$ cat config.mk
export PLATFORM = sky130hd
export DESIGN_NAME = stereo_noise_gate_flat
export DESIGN_NICKNAME = d
export VERILOG_FILES = /design/src/sv/sng_pkg.sv /design/src/sv/sng_if.sv /design/src/sv/stereo_noise_gate.sv /design/src/sv/sng_datapath.sv /design/src/sv/sng_ctrl.sv /design/src/flat_wrapper.sv
export SDC_FILE = /design/constraint.sdc
export NUM_CORES = 1
export LEC_CHECK = 0
export BUFFER_PORTS_ARGS = -buffer_cell sky130_fd_sc_hd__buf_2
export CELL_PAD_IN_SITES_DETAIL_PLACEMENT = 1
export CELL_PAD_IN_SITES_GLOBAL_PLACEMENT = 1
export CORE_ASPECT_RATIO = 1.25
export CORE_MARGIN = 2
export CORE_UTILIZATION = 30
export CTS_BUF_LIST = sky130_fd_sc_hd__clkbuf_4
export DETAILED_ROUTE_END_ITERATION = 16
export GPL_TIMING_DRIVEN = 0
export PLACE_DENSITY_LB_ADDON = 0.3
export SETUP_SLACK_MARGIN = 0.4
export SLEW_MARGIN = 25
export SYNTH_ARGS = -nofsm -noshare
export SYNTH_HDL_FRONTEND = slang
export SYNTH_SLANG_ARGS = --single-unit
$ cat constraint.sdc
create_clock -name clk -period 16.8 [get_ports clk]
set_clock_uncertainty 0.15 [all_clocks]
set_input_delay 1.68 -clock clk [delete_from_list [all_inputs] [get_ports clk]]
set_output_delay 1.68 -clock clk [all_outputs]
set_load 0.05 [all_outputs]
$ cat src/sv/sng_pkg.sv
package sng_pkg;

  typedef logic signed [15:0] sample_t;
  typedef logic [15:0]        cfg_word_t;
  typedef logic [1:0]         cfg_idx_t;
  typedef logic [16:0]        gain_t;

  // Register indexes on the configuration port
  localparam cfg_idx_t CFG_OPEN_THR  = 2'd0;
  localparam cfg_idx_t CFG_CLOSE_THR = 2'd1;
  localparam cfg_idx_t CFG_ATTACK    = 2'd2;
  localparam cfg_idx_t CFG_RELEASE   = 2'd3;

  // Register reset values
  localparam cfg_word_t OPEN_THR_RST  = 16'd328;
  localparam cfg_word_t CLOSE_THR_RST = 16'd164;
  localparam cfg_word_t ATTACK_RST    = 16'd0;
  localparam cfg_word_t RELEASE_RST   = 16'd0;

  // Unity gain in Q1.16
  localparam gain_t GAIN_ONE = 17'h10000;

  // Rounding offsets and Q15 limits
  localparam logic [34:0] CEIL_OFS  = 35'd65535;
  localparam logic [33:0] ROUND_OFS = 34'd32768;
  localparam logic [16:0] POS_MAX   = 17'd32767;
  localparam logic [16:0] NEG_MAX   = 17'd32768;

  // Operand selection for the shared multiplier
  localparam logic MUL_DK = 1'b0;
  localparam logic MUL_GM = 1'b1;

  // Command group from the controller to the datapath
  typedef struct packed {
    logic load_in;
    logic ch;
    logic gate;
    logic mul_en;
    logic mul_sel;
    logic step;
    logic round;
    logic load_out;
  } sng_cmd_t;

endpackage

$ cat src/sv/sng_if.sv
interface sng_in_if;
  import sng_pkg::*;

  logic    valid;
  logic    ready;
  sample_t sample_left;
  sample_t sample_right;
  logic    block_last;

  modport source (output valid, output sample_left, output sample_right,
                  output block_last, input ready);
  modport sink   (input valid, input sample_left, input sample_right,
                  input block_last, output ready);
endinterface

interface sng_out_if;
  import sng_pkg::*;

  logic    valid;
  logic    ready;
  sample_t gated_left;
  sample_t gated_right;
  logic    block_last_out;

  modport source (output valid, output gated_left, output gated_right,
                  output block_last_out, input ready);
  modport sink   (input valid, input gated_left, input gated_right,
                  input block_last_out, output ready);
endinterface

$ cat src/sv/stereo_noise_gate.sv
// Flow: a frame beat accepted in idle runs through the gate, multiply, step, multiply and
// round states for the left channel, then the right, and is loaded into the output register
// when that register is free; a stalled output adds the stall. One shared 17x17 multiplier is
// used twice per channel (gain step, then gain times sample); no new frame enters until done.
// The output register lets a new frame enter while the last result still waits.
// Reset (rst_n low, synchronous): gates closed, gains zero, configuration registers to defaults.
module stereo_noise_gate (
  input  logic               clk,
  input  logic               rst_n,
  sng_in_if.sink             in_frame,
  sng_out_if.source          out_frame,
  input  logic               cfg_we,
  input  sng_pkg::cfg_idx_t  cfg_index,
  input  sng_pkg::cfg_word_t cfg_data
);
  import sng_pkg::*;

  sng_cmd_t cmd;
  logic     in_ready;
  logic     out_valid;
  sample_t  gated_left;
  sample_t  gated_right;
  logic     block_last_out;

  // Sequencer
  sng_ctrl u_ctrl (
    .clk       (clk),
    .rst_n     (rst_n),
    .in_valid  (in_frame.valid),
    .in_ready  (in_ready),
    .out_valid (out_valid),
    .out_ready (out_frame.ready),
    .cmd       (cmd)
  );

  // Gate arithmetic and state
  sng_datapath u_datapath (
    .clk            (clk),
    .rst_n          (rst_n),
    .cmd            (cmd),
    .cfg_we         (cfg_we),
    .cfg_index      (cfg_index),
    .cfg_data       (cfg_data),
    .sample_left    (in_frame.sample_left),
    .sample_right   (in_frame.sample_right),
    .block_last     (in_frame.block_last),
    .gated_left     (gated_left),
    .gated_right    (gated_right),
    .block_last_out (block_last_out)
  );

  assign in_frame.ready           = in_ready;
  assign out_frame.valid          = out_valid;
  assign out_frame.gated_left     = gated_left;
  assign out_frame.gated_right    = gated_right;
  assign out_frame.block_last_out = block_last_out;

endmodule

$ cat src/sv/sng_datapath.sv
module sng_datapath (
  input  logic                 clk,
  input  logic                 rst_n,
  input  sng_pkg::sng_cmd_t    cmd,
  input  logic                 cfg_we,
  input  sng_pkg::cfg_idx_t    cfg_index,
  input  sng_pkg::cfg_word_t   cfg_data,
  input  sng_pkg::sample_t     sample_left,
  input  sng_pkg::sample_t     sample_right,
  input  logic                 block_last,
  output sng_pkg::sample_t     gated_left,
  output sng_pkg::sample_t     gated_right,
  output logic                 block_last_out
);
  import sng_pkg::*;

  cfg_word_t open_thr_r, close_thr_r, attack_r, release_r;
  sample_t   samp_lf_r, samp_rt_r;
  logic      last_r;
  gain_t     gain_lf_r, gain_rt_r;
  logic      open_lf_r, open_rt_r;
  logic [15:0] mag_r;
  gain_t     d_r, k_r;
  logic      up_r;
  logic [33:0] prod_r;
  sample_t   res_lf_r, res_rt_r;
  sample_t   gated_lf_r, gated_rt_r;
  logic      last_out_r;

  sample_t     x;
  gain_t       g_cur;
  logic        open_cur, open_new;
  logic [15:0] mag;
  cfg_word_t   coef;
  gain_t       k_nxt, d_nxt;
  gain_t       mul_a, mul_b;
  logic [33:0] product;
  logic [34:0] ceil_sum;
  gain_t       step;
  logic [17:0] g_sum;
  gain_t       g_new;
  logic [33:0] rnd_sum;
  logic [16:0] r, r_sat;
  sample_t     y;

  // Configuration registers
  always_ff @(posedge clk) begin
    if (!rst_n) begin
      open_thr_r  <= OPEN_THR_RST;
      close_thr_r <= CLOSE_THR_RST;
      attack_r    <= ATTACK_RST;
      release_r   <= RELEASE_RST;
    end else if (cfg_we) begin
      unique case (cfg_index)
        CFG_OPEN_THR:  open_thr_r  <= cfg_data;
        CFG_CLOSE_THR: close_thr_r <= cfg_data;
        CFG_ATTACK:    attack_r    <= cfg_data;
        CFG_RELEASE:   release_r   <= cfg_data;
      endcase
    end
  end

  // Channel selection
  always_comb begin
    x        = cmd.ch ? samp_rt_r : samp_lf_r;
    g_cur    = cmd.ch ? gain_rt_r : gain_lf_r;
    open_cur = cmd.ch ? open_rt_r : open_lf_r;
  end

  // Magnitude, gate hysteresis, smoothing distance and pole
  always_comb begin
    mag      = x[15] ? (~x + 16'd1) : x;
    open_new = open_cur ? !(mag <= close_thr_r) : (mag >= open_thr_r);
    coef     = open_new ? attack_r : release_r;
    k_nxt    = GAIN_ONE - {1'b0, coef};
    d_nxt    = open_new ? (GAIN_ONE - g_cur) : g_cur;
  end

  // Shared multiplier
  always_comb begin
    mul_a   = (cmd.mul_sel == MUL_DK) ? d_r : g_cur;
    mul_b   = (cmd.mul_sel == MUL_DK) ? k_r : {1'b0, mag_r};
    product = mul_a * mul_b;
  end

  // Ceiling step and gain move, clamped to unity
  always_comb begin
    ceil_sum = {1'b0, prod_r} + CEIL_OFS;
    step     = ceil_sum[32:16];
    g_sum    = up_r ? ({1'b0, g_cur} + {1'b0, step}) : ({1'b0, g_cur} - {1'b0, step});
    g_new    = (g_sum > {1'b0, GAIN_ONE}) ? GAIN_ONE : g_sum[16:0];
  end

  // Round half away from zero, saturate to Q15 with the sample's sign
  always_comb begin
    rnd_sum = prod_r + ROUND_OFS;
    r       = rnd_sum[32:16];
    if (x[15]) begin
      r_sat = (r > NEG_MAX) ? NEG_MAX : r;
      y     = sample_t'(~r_sat + 17'd1);
    end else begin
      r_sat = (r > POS_MAX) ? POS_MAX : r;
      y     = sample_t'(r_sat);
    end
  end

  // Channel state: gate flags and gains
  always_ff @(posedge clk) begin
    if (!rst_n) begin
      open_lf_r <= 1'b0;
      open_rt_r <= 1'b0;
      gain_lf_r <= '0;
      gain_rt_r <= '0;
    end else begin
      if (cmd.gate) begin
        if (cmd.ch) open_rt_r <= open_new;
        else        open_lf_r <= open_new;
      end
      if (cmd.step) begin
        if (cmd.ch) gain_rt_r <= g_new;
        else        gain_lf_r <= g_new;
      end
    end
  end

  // Working registers and frame capture
  always_ff @(posedge clk) begin
    if (cmd.load_in) begin
      samp_lf_r <= sample_left;
      samp_rt_r <= sample_right;
      last_r    <= block_last;
    end
    if (cmd.gate) begin
      mag_r <= mag;
      d_r   <= d_nxt;
      k_r   <= k_nxt;
      up_r  <= open_new;
    end
    if (cmd.mul_en) begin
      prod_r <= product;
    end
    if (cmd.round) begin
      if (cmd.ch) res_rt_r <= y;
      else        res_lf_r <= y;
    end
    if (cmd.load_out) begin
      gated_lf_r <= res_lf_r;
      gated_rt_r <= res_rt_r;
      last_out_r <= last_r;
    end
  end

  assign gated_left     = gated_lf_r;
  assign gated_right    = gated_rt_r;
  assign block_last_out = last_out_r;

endmodule

$ cat src/sv/sng_ctrl.sv
module sng_ctrl (
  input  logic              clk,
  input  logic              rst_n,
  input  logic              in_valid,
  output logic              in_ready,
  output logic              out_valid,
  input  logic              out_ready,
  output sng_pkg::sng_cmd_t cmd
);
  import sng_pkg::*;

  localparam logic [2:0] S_IDLE  = 3'd0;
  localparam logic [2:0] S_GATE  = 3'd1;
  localparam logic [2:0] S_MULD  = 3'd2;
  localparam logic [2:0] S_STEP  = 3'd3;
  localparam logic [2:0] S_MULG  = 3'd4;
  localparam logic [2:0] S_ROUND = 3'd5;
  localparam logic [2:0] S_DONE  = 3'd6;

  logic [2:0] state_r, state_nxt;
  logic       ch_r, ch_nxt;
  logic       out_valid_r, out_valid_nxt;
  logic       out_free;

  assign in_ready  = (state_r == S_IDLE);
  assign out_valid = out_valid_r;
  assign out_free  = !out_valid_r || out_ready;

  // Sequence both channels through the shared datapath, then load the output
  always_comb begin
    state_nxt    = state_r;
    ch_nxt       = ch_r;
    cmd          = '0;
    cmd.ch       = ch_r;
    unique case (state_r)
      S_IDLE: begin
        cmd.load_in = in_valid;
        ch_nxt      = 1'b0;
        if (in_valid) state_nxt = S_GATE;
      end
      S_GATE: begin
        cmd.gate  = 1'b1;
        state_nxt = S_MULD;
      end
      S_MULD: begin
        cmd.mul_en  = 1'b1;
        cmd.mul_sel = MUL_DK;
        state_nxt   = S_STEP;
      end
      S_STEP: begin
        cmd.step  = 1'b1;
        state_nxt = S_MULG;
      end
      S_MULG: begin
        cmd.mul_en  = 1'b1;
        cmd.mul_sel = MUL_GM;
        state_nxt   = S_ROUND;
      end
      S_ROUND: begin
        cmd.round = 1'b1;
        if (ch_r) begin
          state_nxt = S_DONE;
        end else begin
          ch_nxt    = 1'b1;
          state_nxt = S_GATE;
        end
      end
      S_DONE: begin
        cmd.load_out = out_free;
        if (out_free) state_nxt = S_IDLE;
      end
      default: state_nxt = S_IDLE;
    endcase
  end

  // Hold the result beat until taken
  always_comb begin
    out_valid_nxt = out_valid_r;
    if (cmd.load_out)      out_valid_nxt = 1'b1;
    else if (out_ready)    out_valid_nxt = 1'b0;
  end

  always_ff @(posedge clk) begin
    if (!rst_n) begin
      state_r     <= S_IDLE;
      ch_r        <= 1'b0;
      out_valid_r <= 1'b0;
    end else begin
      state_r     <= state_nxt;
      ch_r        <= ch_nxt;
      out_valid_r <= out_valid_nxt;
    end
  end

endmodule

$ cat src/flat_wrapper.sv
// flat-port wrapper written by rule: the top's interface ports become plain ports
module stereo_noise_gate_flat import sng_pkg::*;
  (clk, rst_n, cfg_we, cfg_index, cfg_data, in_frame_valid, in_frame_sample_left, in_frame_sample_right, in_frame_block_last, in_frame_ready, out_frame_valid, out_frame_gated_left, out_frame_gated_right, out_frame_block_last_out, out_frame_ready);
  sng_in_if in_frame_i ();
  sng_out_if out_frame_i ();
  input  logic clk;
  input  logic rst_n;
  input  logic cfg_we;
  input  sng_pkg::cfg_idx_t cfg_index;
  input  sng_pkg::cfg_word_t cfg_data;
  input wire logic [$bits(in_frame_i.valid)-1:0] in_frame_valid;
  input wire logic [$bits(in_frame_i.sample_left)-1:0] in_frame_sample_left;
  input wire logic [$bits(in_frame_i.sample_right)-1:0] in_frame_sample_right;
  input wire logic [$bits(in_frame_i.block_last)-1:0] in_frame_block_last;
  output wire logic [$bits(in_frame_i.ready)-1:0] in_frame_ready;
  output wire logic [$bits(out_frame_i.valid)-1:0] out_frame_valid;
  output wire logic [$bits(out_frame_i.gated_left)-1:0] out_frame_gated_left;
  output wire logic [$bits(out_frame_i.gated_right)-1:0] out_frame_gated_right;
  output wire logic [$bits(out_frame_i.block_last_out)-1:0] out_frame_block_last_out;
  input wire logic [$bits(out_frame_i.ready)-1:0] out_frame_ready;
  assign in_frame_i.valid = in_frame_valid;
  assign in_frame_i.sample_left = in_frame_sample_left;
  assign in_frame_i.sample_right = in_frame_sample_right;
  assign in_frame_i.block_last = in_frame_block_last;
  assign in_frame_ready = in_frame_i.ready;
  assign out_frame_valid = out_frame_i.valid;
  assign out_frame_gated_left = out_frame_i.gated_left;
  assign out_frame_gated_right = out_frame_i.gated_right;
  assign out_frame_block_last_out = out_frame_i.block_last_out;
  assign out_frame_i.ready = out_frame_ready;
  stereo_noise_gate u_core (.clk(clk), .rst_n(rst_n), .in_frame(in_frame_i), .out_frame(out_frame_i), .cfg_we(cfg_we), .cfg_index(cfg_index), .cfg_data(cfg_data));
endmodule
==> summary.md <==
| Metric | Value |
|---|---|
| Number of buffers added to fix hold violations after cts | `0` |
| Global-route met3 utilization | `under 10%` |
| Predominant post-synthesis flop cell | `sky130_fd_sc_hd__edfxtp_1` |
| Number of buffers added on ports | `89` |
| Wire length of the first global-routing pass | `about 120000 um` |
| Critical Path Source Type | `flip-flop` |
| Portion of the clock cycle consumed by the worst path in the final layout | `between 60% and 70%` |
| Synth async-reset ratio | `0%` |
| Number of DRC markers in iteration 0 | `868` |
| Run status | `finished clean` |
| Skew-Pair Late Insertion Delay | `approximately 860 ps` |
| Count of vias placed by the detailed router | `just under 20000` |
| Number of storage elements in the synthesis netlist | `about 290` |
| Most common library cell in the layout ignoring fill and taps | `sky130_fd_sc_hd__nand2_1` |
| Effective utilization at floorplan | `30.4%` |
| Pin count of the biggest net entering global routing | `34` |
| Setup slack, reg-to-reg | `between 6000 and 7000 ps` |
| Final count of hold timing violations | `0` |
| Worst rel slew slack | `around 26%` |
| Yosys cell types | `75` |
| Setup crit end kind | `flip-flop` |
| Clock sink total | `~290` |
| Number of nets at the end of the flow | `about 3200` |
| Endpoint required time on the critical path | `17250 ps` |
| Setup repair after global routing missed its margin | `false` |
| Fin. max-slew vios | `0` |
| Post-route DRC violation count | `0` |
| Die height | `approximately 320 um` |
| Max frequency | `roughly 0.094 GHz` |
| Row count | `~120` |
| Slowest cell on the critical path | `sky130_fd_sc_hd__o31ai_1` |
| Yosys warning total | `0` |
| H-tree depth | `3` |
| Worst min path class | `flip-flop to flip-flop` |
| Global-route total usage across every layer | `19.3%` |
| Clock tree from TritonCTS | `done` |
| Layout Utilization | `between 30% and 40%` |
| Synthesized cell area | `24400 sq um` |
| CTS Root Buffer Type | `sky130_fd_sc_hd__clkbuf_4` |
| Mean Syn Cell Area | `between 9 and 10 sq um` |
| Post-route setup TNS | `0 ps` |
| DRT Wirelength | `80500 um` |
| Horizontal die dimension | `259 um` |
| Critical Path AT | `~11000 ps` |
| GR Layer Usage met1 | `around 22%` |
| Maximum clock path buffer count | `3` |
| Commonest cells after routing, fill and taps aside | `sky130_fd_sc_hd__nand2_1 (392), sky130_fd_sc_hd__inv_1 (344), sky130_fd_sc_hd__fa_1 (224)` |
| Setup fix buffers added after clock tree synthesis | `0` |
| I/O pin cnt | `approximately 90` |
| Num CTS Buffers | `between 80 and 90` |
| Sequential area share after synthesis | `31.0%` |
| Fraction of final layout cells sized beyond drive strength 1 | `10.6%` |
| Final period demand of the worst path | `between 10000 and 15000 ps` |
| Count of flip-flops with a built-in enable after synthesis | `~180` |
| Gpl congestion | `between 0.9 and 1` |
| Post-synthesis instance total | `~2600` |
| Destination of the worst register-to-register timing path | `u_core.u_datapath.prod_r[32]` |
| Clock input transition at the sequential cells of the worst setup and hold paths | `about 60 ps` |
| Layout area overhead | `12.7%` |
| Hold path startpoint | `u_core.u_datapath.res_rt_r[15]` |
| Post-detailed-placement half-perimeter wirelength | `66300 um` |
| Start of the worst register-to-register path | `u_core.u_ctrl.ch_r` |
| Remaining global-route overflow | `0` |
| Min-Delay Path Depth | `0` |
| Longest individual stage delay on the worst path | `a little over 700 ps` |
| Met2 usage in global routing | `between 30% and 40%` |
| Full die area | `approximately 84000 sq um` |
| Path type of the worst setup path | `flip-flop to flip-flop` |
| Maximum capacitance violations | `0` |
| Net count after synthesis | `3046` |
| Depth of the worst register-to-register path | `28` |
| Number of antenna violations at the first check in global routing | `2` |
| Vias in the first global route | `~22000` |
| Wire length per cell after detailed routing | `20.6 um` |
| Highest fanout seen on the critical path | `10` |
| Most prevalent standard cell on the critical path | `sky130_fd_sc_hd__fa_1` |
| Setup-failing EPs final | `0` |
| Core Footprint | `80300 sq um` |
| End point of the worst hold path | `u_core.u_datapath.gated_right[15]` |
| Number of nets with antenna violations after detailed routing | `0` |
| First-pass DRT Iterations | `5` |
| Via count normalized by instance count | `roughly 5` |
| PostCTS Resize Cnt | `0` |
| Transition time at the pin with the least slew margin | `approximately 1100 ps` |
| Busiest layer in global routing | `met2` |
[synthesized netlist by cell type, types with 11 or more instances]
cell type	number	area [sq um]
sky130_fd_sc_hd__nor2_1	221	830
sky130_fd_sc_hd__nor2b_1	15	93.8
sky130_fd_sc_hd__and3_1	11	68.8
sky130_fd_sc_hd__and2_1	38	238
sky130_fd_sc_hd__or3_1	12	75.1
sky130_fd_sc_hd__xor2_1	41	359
sky130_fd_sc_hd__edfxtp_1	182	5470
sky130_fd_sc_hd__a22o_1	27	236
sky130_fd_sc_hd__mux2_2	20	225
sky130_fd_sc_hd__nand2b_1	25	156
sky130_fd_sc_hd__nand4_1	15	93.8
sky130_fd_sc_hd__dfxtp_1	105	2100
sky130_fd_sc_hd__a31oi_1	12	75.1
sky130_fd_sc_hd__a21o_1	41	308
sky130_fd_sc_hd__o21ai_0	85	425
sky130_fd_sc_hd__nand3_1	39	195
sky130_fd_sc_hd__a21boi_0	63	473
sky130_fd_sc_hd__inv_1	344	1290
sky130_fd_sc_hd__mux2i_1	49	490
sky130_fd_sc_hd__fa_1	224	4480
sky130_fd_sc_hd__clkbuf_1	87	327
sky130_fd_sc_hd__ha_1	160	2000
sky130_fd_sc_hd__nor4_1	17	106
sky130_fd_sc_hd__nor3_1	37	185
sky130_fd_sc_hd__nand2_1	392	1470
sky130_fd_sc_hd__xnor2_1	96	841
sky130_fd_sc_hd__a21oi_1	92	460
[metal layers]
layer  vias up  share of wire [%]  wire length (um)
met5         -                  0                 0
met4         0                5.7              4600
met3       199                3.4              2750
met2       473                 51             40900
met1      9864                 40             32200
li1       9092                  -                 -
[flip-flops by register name, summed over array words and instances (netlist names), 3 cells and up]
signal and cells:
u_core.u_ctrl.state_r 3, u_core.u_datapath.attack_r 16, u_core.u_datapath.close_thr_r 16, u_core.u_datapath.d_r 17
u_core.u_datapath.gain_lf_r 17, u_core.u_datapath.gain_rt_r 17, u_core.u_datapath.gated_left 16, u_core.u_datapath.gated_right 16
u_core.u_datapath.k_r 17, u_core.u_datapath.mag_r 16, u_core.u_datapath.open_thr_r 16, u_core.u_datapath.prod_r 33
u_core.u_datapath.release_r 16, u_core.u_datapath.res_lf_r 16, u_core.u_datapath.res_rt_r 16, u_core.u_datapath.samp_lf_r 16
u_core.u_datapath.samp_rt_r 16
[how the worst max path moves through the flow]
stage / slack, ps / start / to
after global routing: 5710 / u_core.u_ctrl.ch_r / u_core.u_datapath.prod_r[32]
after detailed placement: 6170 / u_core.u_ctrl.ch_r / u_core.u_datapath.prod_r[32]
after global placement: 6210 / u_core.u_ctrl.ch_r / u_core.u_datapath.prod_r[32]
after CTS: 6130 / u_core.u_ctrl.ch_r / u_core.u_datapath.prod_r[32]
final: 6200 / u_core.u_ctrl.ch_r / u_core.u_datapath.prod_r[32]
after floorplan: 8840 / u_core.u_ctrl.ch_r / u_core.u_datapath.prod_r[32]
[per-stage QoR]
step,hold WS (ps),cells,area (sq um),setup WS (ps)
floorplan,250,2606,24400,8840
detailed placement,256,3764,26400,6170
global route,277,3913,27500,5710
CTS,268,3908,27500,6130
global placement,252,3757,26200,6210
finish,262,3913,27500,6200
[logic make-up after synthesis]
group	Yosys count	share of synthesized area [%]
xor+xnor	138	4.99
compound gates	420	11.7
flops	287	31.0
simple gates	866	15.9
buf+inv	441	6.86
mux	70	2.98
fa+ha+maj	384	26.6
[worst max-delay path: cells and delay by family, from the launching register on]
kind / cells / cell delay (ps)
compound gates: 7 / 2300
fa+ha+maj: 7 / 3500
xor+xnor: 1 / 80
flops: 1 / 310
mux: 1 / 410
simple gates: 4 / 650
buf+inv: 8 / 2950
[layout make-up]
type,instances,area [sq um]
diodes,5,12.5
plain buffers,97,382
clock buffers,127,953
clock inverters,17,139
fillers,9370,52800
inverters,344,1290
multi-input cells,1878,15200
flip-flops and latches,287,7570
well taps,1062,1330
repair buffers,96,574
Power is not shown: default switching activity piles up to over one toggle a cycle in this logic, so the estimate is an artifact.
